### src/hw/rtl/gcdb_pkg.sv
// Shared types, constants and helper functions for the great circle distance and bearing block.
package gcdb_pkg;

  localparam int unsigned ANGLE_ITERATIONS_DEF = 24;
  localparam int unsigned SC_LANES = 3;
  localparam int unsigned SQRT_STEPS = 31;
  localparam int unsigned DIV_STEPS = 30;

  typedef logic signed [31:0] q30_t;
  typedef logic [31:0] phase_t;
  typedef logic signed [33:0] cw_t;

  localparam cw_t ONE_Q30 = 34'sd1073741824;
  localparam cw_t HALF_S = 34'sd2147483648;
  localparam cw_t KINV_Q30 = 34'sd652032874;
  localparam q30_t ONE_Q30_32 = 32'sd1073741824;
  localparam phase_t HALF_TURN = 32'h8000_0000;
  localparam logic [31:0] TWO_PI_Q29 = 32'd3373259426;
  localparam logic [23:0] RADIUS_RESET = 24'd6371000;
  localparam logic [32:0] RECIP_45 = 33'd6108397933;
  localparam logic [12:0] RECIP_45_S = 13'd5826;
  localparam logic [31:0] LON_BIAS = 32'd1509949440;
  localparam logic signed [63:0] SQ_ONE = 64'sh1000_0000_0000_0000;

  typedef struct packed {
    logic [34:0] rem;
    logic [30:0] root;
  } sq_t;

  typedef struct packed {
    logic [31:0] rem;
    logic [29:0] quo;
  } dv_t;

  function automatic logic [31:0] atan_phase(input int unsigned i);
    logic [31:0] v;
    case (i)
      0: v = 32'd536870912;
      1: v = 32'd316933406;
      2: v = 32'd167458907;
      3: v = 32'd85004756;
      4: v = 32'd42667331;
      5: v = 32'd21354465;
      6: v = 32'd10679838;
      7: v = 32'd5340245;
      8: v = 32'd2670163;
      9: v = 32'd1335087;
      10: v = 32'd667544;
      11: v = 32'd333772;
      12: v = 32'd166886;
      13: v = 32'd83443;
      14: v = 32'd41722;
      15: v = 32'd20861;
      16: v = 32'd10430;
      17: v = 32'd5215;
      18: v = 32'd2608;
      19: v = 32'd1304;
      20: v = 32'd652;
      21: v = 32'd326;
      22: v = 32'd163;
      23: v = 32'd81;
      24: v = 32'd41;
      25: v = 32'd20;
      26: v = 32'd10;
      27: v = 32'd5;
      28: v = 32'd3;
      29: v = 32'd1;
      30: v = 32'd1;
      default: v = 32'd0;
    endcase
    return v;
  endfunction

  function automatic cw_t rnd30(input logic signed [63:0] p);
    logic signed [63:0] t;
    t = p + 64'sd536870912;
    return t[63:30];
  endfunction

  function automatic q30_t clamp_q30(input cw_t v);
    q30_t r;
    if (v > ONE_Q30) begin
      r = ONE_Q30_32;
    end else if (v < -ONE_Q30) begin
      r = -ONE_Q30_32;
    end else begin
      r = v[31:0];
    end
    return r;
  endfunction

  function automatic sq_t sqrt_step(input sq_t a, input logic [1:0] pair);
    logic [34:0] r2;
    logic [34:0] tr;
    sq_t o;
    r2 = {a.rem[32:0], pair};
    tr = {2'b00, a.root, 2'b01};
    if (r2 >= tr) begin
      o.rem = r2 - tr;
      o.root = {a.root[29:0], 1'b1};
    end else begin
      o.rem = r2;
      o.root = {a.root[29:0], 1'b0};
    end
    return o;
  endfunction

  function automatic dv_t div_step(input dv_t a, input logic [30:0] d);
    logic [31:0] r2;
    dv_t o;
    r2 = {a.rem[30:0], 1'b0};
    if (r2 >= {1'b0, d}) begin
      o.rem = r2 - {1'b0, d};
      o.quo = {a.quo[28:0], 1'b1};
    end else begin
      o.rem = r2;
      o.quo = {a.quo[28:0], 1'b0};
    end
    return o;
  endfunction

  function automatic int unsigned pipe_latency(input int unsigned iter);
    return 112 + 3 * iter;
  endfunction

endpackage

### src/hw/rtl/gcdb_isqrt.sv
// Pipelined integer square root, one result bit per stage.
module gcdb_isqrt
  import gcdb_pkg::*;
#(
  parameter int unsigned TW = 32
) (
  input  logic          clk,
  input  logic          rst,
  input  logic          in_valid,
  input  logic [61:0]   in_n,
  input  logic [TW-1:0] in_side,
  output logic          out_valid,
  output logic [30:0]   out_root,
  output logic [TW-1:0] out_side
);

  sq_t sq [SQRT_STEPS];
  logic [61:0] nn [SQRT_STEPS];
  logic [TW-1:0] sd [SQRT_STEPS];
  logic [SQRT_STEPS-1:0] vld;

  always_ff @(posedge clk) begin
    if (rst) begin
      vld <= '0;
    end else begin
      vld <= {vld[SQRT_STEPS-2:0], in_valid};
    end
    sq[0] <= sqrt_step('0, in_n[61:60]);
    nn[0] <= {in_n[59:0], 2'b00};
    sd[0] <= in_side;
    for (int s = 1; s < SQRT_STEPS; s++) begin
      sq[s] <= sqrt_step(sq[s-1], nn[s-1][61:60]);
      nn[s] <= {nn[s-1][59:0], 2'b00};
      sd[s] <= sd[s-1];
    end
  end

  assign out_valid = vld[SQRT_STEPS-1];
  assign out_root = sq[SQRT_STEPS-1].root;
  assign out_side = sd[SQRT_STEPS-1];

endmodule

### config.mk
export PLATFORM = sky130hd
export DESIGN_NAME = gcdb_isqrt
export DESIGN_NICKNAME = d
export VERILOG_FILES = /design/src/hw/rtl/gcdb_pkg.sv /design/src/hw/rtl/gcdb_isqrt.sv
export SDC_FILE = /design/constraint.sdc
export NUM_CORES = 2
export LEC_CHECK = 0
export BUFFER_PORTS_ARGS = -buffer_cell sky130_fd_sc_hd__buf_2
export CELL_PAD_IN_SITES_DETAIL_PLACEMENT = 0
export CELL_PAD_IN_SITES_GLOBAL_PLACEMENT = 1
export CORE_MARGIN = 2
export CORE_UTILIZATION = 45
export CTS_CLUSTER_DIAMETER = 200
export DETAILED_ROUTE_END_ITERATION = 10
export PLACE_DENSITY = 0.83
export SYNTH_ARGS = -nofsm -noshare
export SYNTH_HDL_FRONTEND = slang
export SYNTH_MEMORY_MAX_BITS = 65536
export SYNTH_SLANG_ARGS = --single-unit
export TNS_END_PERCENT = 50
### constraint.sdc
create_clock -name clk -period 9.5 [get_ports clk]
set_clock_uncertainty 0.15 [all_clocks]
set_input_delay 0 -clock clk [delete_from_list [all_inputs] [get_ports clk]]
set_output_delay 0 -clock clk [all_outputs]
set_load 0.1 [all_outputs]
==> metrics.txt <==
outcome finished clean; antenna-violating nets left 0; CP endpoint kind register; Max-Cap Viols 0; first-pass GRT wire length 334300 um; post-CTS sizing 0; critical path class register to register; Power Dens Cells 278.8 mW/mm2; Post-DP HPWL 144000 um; number of global-route vias before repair 66320; synthesis-to-layout area growth 16.82%; drt via density 4.855; nets@finish 10800; Net Count, Synth 10230; setup bufs post-CTS 0; post-synthesis cell type count 91; hold violation count in the final report 0; Seq/Total Area, Yosys 63.30%; commonest non-fill, non-tap cell in the layout dfxtp_1; commonest register cell after synthesis dfxtp_1; Die Span Y 492.1 um; total wire length 205700 um; commonest non-fill, non-tap cells in the layout dfxtp_1, inv_1, nand2_1; CTS sink count 3390; Port Buffers 160; Final Wtd Congestion 0.8705; die width 492.1 um; Max Transition Viols Final 0; crit share post-route 49.54%; post-DR wirelength/cell 15.13 um; antenna violations before repair 2; asr flop ratio synth 0%; clock transition at the registers of the reported paths 0.06 ns; root buffer cell clkbuf_16; final setup vio count 0; worst hold path type primary input to register; grt total ovfl 0; Core Area 0.2374 mm2; YS warnings 0; setup TNS 0 ns; TritonCTS clock tree done; number of enable flip-flop cells after synthesis 0; relative slew slack 23.33%; Tot GR Track Use 16.69%; Residual DRC 0; Worst EP required 10.09 ns; DR vias 65990; leak pwr 57.25 nW; #FFs+latches synth 3390; crit path time final 4.706 ns; RSZ-0062 raised after global routing no; initial drt markers 3259; largest net degree at the start of global routing 56; Pre-antenna DRT Iters 6; Die ar. 0.2422 mm2; Syn Area/Cell 11.16 um2; hold slack final 0.09493 ns; H-tree depth 5; # IOs 161; Slew @ Worst Pin 1.143 ns; Max Freq 212.5 MHz; worst ir drop on vdd 0.0002043 V; worst-path fanout max 46; CP arrival 5.29 ns; starting density of the core 45.16%; Site Rows 179; clock latency on the worst-skew pair 0.95 ns; CTS Buf Count 340; # hold bufs at CTS 244; CTS Buffer Depth 4; cell count after synthesis 9603; post-synthesis cell area 0.1072 mm2; CP Launch Type register; layout cells sized above 1 8.491%
worst max-delay path, cell delays in order (launching register included):
cell and delay [ns]:
dfxtp_1 0.32, inv_1 0.05, ha_1 0.23, or3_1 0.37, o22ai_1 0.33, a21oi_1 0.17
a211oi_1 0.73, a311oi_1 0.22, o31a_1 0.35, or4_2 1.01, o21ai_0 0.37, nor3_1 0.11
xor2_1 0.16
sequential cells by signal (all words and copies together), names as in the netlist:
signal / flops
sq: 1437
vld: 31
nn: 930
sd: 992
cells by family after synthesis:
| family | Yosys count | share of synthesized area [%] |
|---|---|---|
| DFF | 3390 | 63.30 |
| and+or+nand+nor | 2298 | 10.68 |
| AOI/OAI and AO/OA | 1693 | 9.723 |
| buffers and inverters | 856 | 3.123 |
| xor gates and xnor gates | 762 | 6.225 |
| adders and majority gates | 528 | 6.162 |
| muxes | 75 | 0.7796 |
| other | 1 | 0.003498 |
worst paths after layout:
kind	from	to	slack (ns)	depth (start not counted)
setup reg to reg	sq[21][2]	sq[22][59]	4.79	12
setup / recovery	sq[21][2]	sq[22][59]	4.79	12
hold / removal	in_n[47]	nn[0][47]	0.09	3
hold reg to reg	sd[0][486]	sd[1][6]	0.09	0
cell type report:
class	count	area [um2]
fill	20280	112200
sequential	3390	67870
multi-input combinational	5357	36050
clock buffer	459	9758
tap	3167	3963
timing repair buffer	423	3386
inverter	664	2492
clock inverter	130	1723
antenna	2	5.005
cells in the mapped netlist (14+ instances only):
cell | count | area (um2)
a31oi_1 | 47 | 294.0
or3_1 | 91 | 569.3
or4_1 | 57 | 427.9
or2_2 | 40 | 250.2
nand3_1 | 125 | 625.6
nand3b_1 | 24 | 180.2
a211oi_1 | 38 | 285.3
a21o_1 | 208 | 1562
o31a_1 | 14 | 122.6
mux2_2 | 68 | 765.7
nor2_1 | 550 | 2064
a2111oi_0 | 14 | 122.6
and3_1 | 53 | 331.6
dfxtp_1 | 3390 | 67870
buf_4 | 33 | 247.7
o21bai_1 | 44 | 330.3
inv_1 | 663 | 2489
xor2_1 | 392 | 3433
nor4_1 | 130 | 813.3
a21oi_1 | 531 | 2658
nor3_1 | 216 | 1081
o21ai_0 | 458 | 2292
o31ai_1 | 49 | 367.9
nand4_1 | 86 | 538.0
o21a_1 | 104 | 780.8
ha_1 | 528 | 6606
nand2_1 | 582 | 2185
nand2b_1 | 118 | 738.2
a21boi_0 | 21 | 157.7
clkbuf_1 | 144 | 540.5
nor3b_1 | 20 | 150.1
nor2b_1 | 121 | 757.0
and2_1 | 28 | 175.2
o211ai_1 | 24 | 180.2
xnor2_1 | 370 | 3241
metal layers:
metal	global-route usage [%]	vias to the layer above	share of wire, %
met4	5.999	0	3.0
met2	29.42	1290	49
li1	-	33580	-
met3	2.968	415	4.3
met1	20.30	30710	44
met5	0	-	0
per-stage QoR:
stage | setup WS, ns | area (um2) | util [%] | power, mW | instances
2_1_floorplan | 5.749 | 107200 | - | 20.40 | 9603
3_3_place_gp | 4.787 | 111300 | 46.89 | 21.63 | 12760
3_5_place_dp | 4.782 | 111300 | 46.89 | 21.71 | 12760
4_1_cts | 4.754 | 125200 | 52.75 | 35.31 | 13590
5_1_grt | 4.474 | 125200 | 52.75 | 36.62 | 13590
6_report | 4.794 | 125200 | 52.75 | 34.92 | 13590
power breakdown:
part / total (mW) / switching (mW) / internal, mW
Clock: 13.4 / 5.35 / 8.06
Sequential: 17.4 / 1.33 / 16.1
Combinational: 4.12 / 2.25 / 1.87
Total: 34.9 / 8.92 / 26.0
Power figures use the tool's default switching activity.
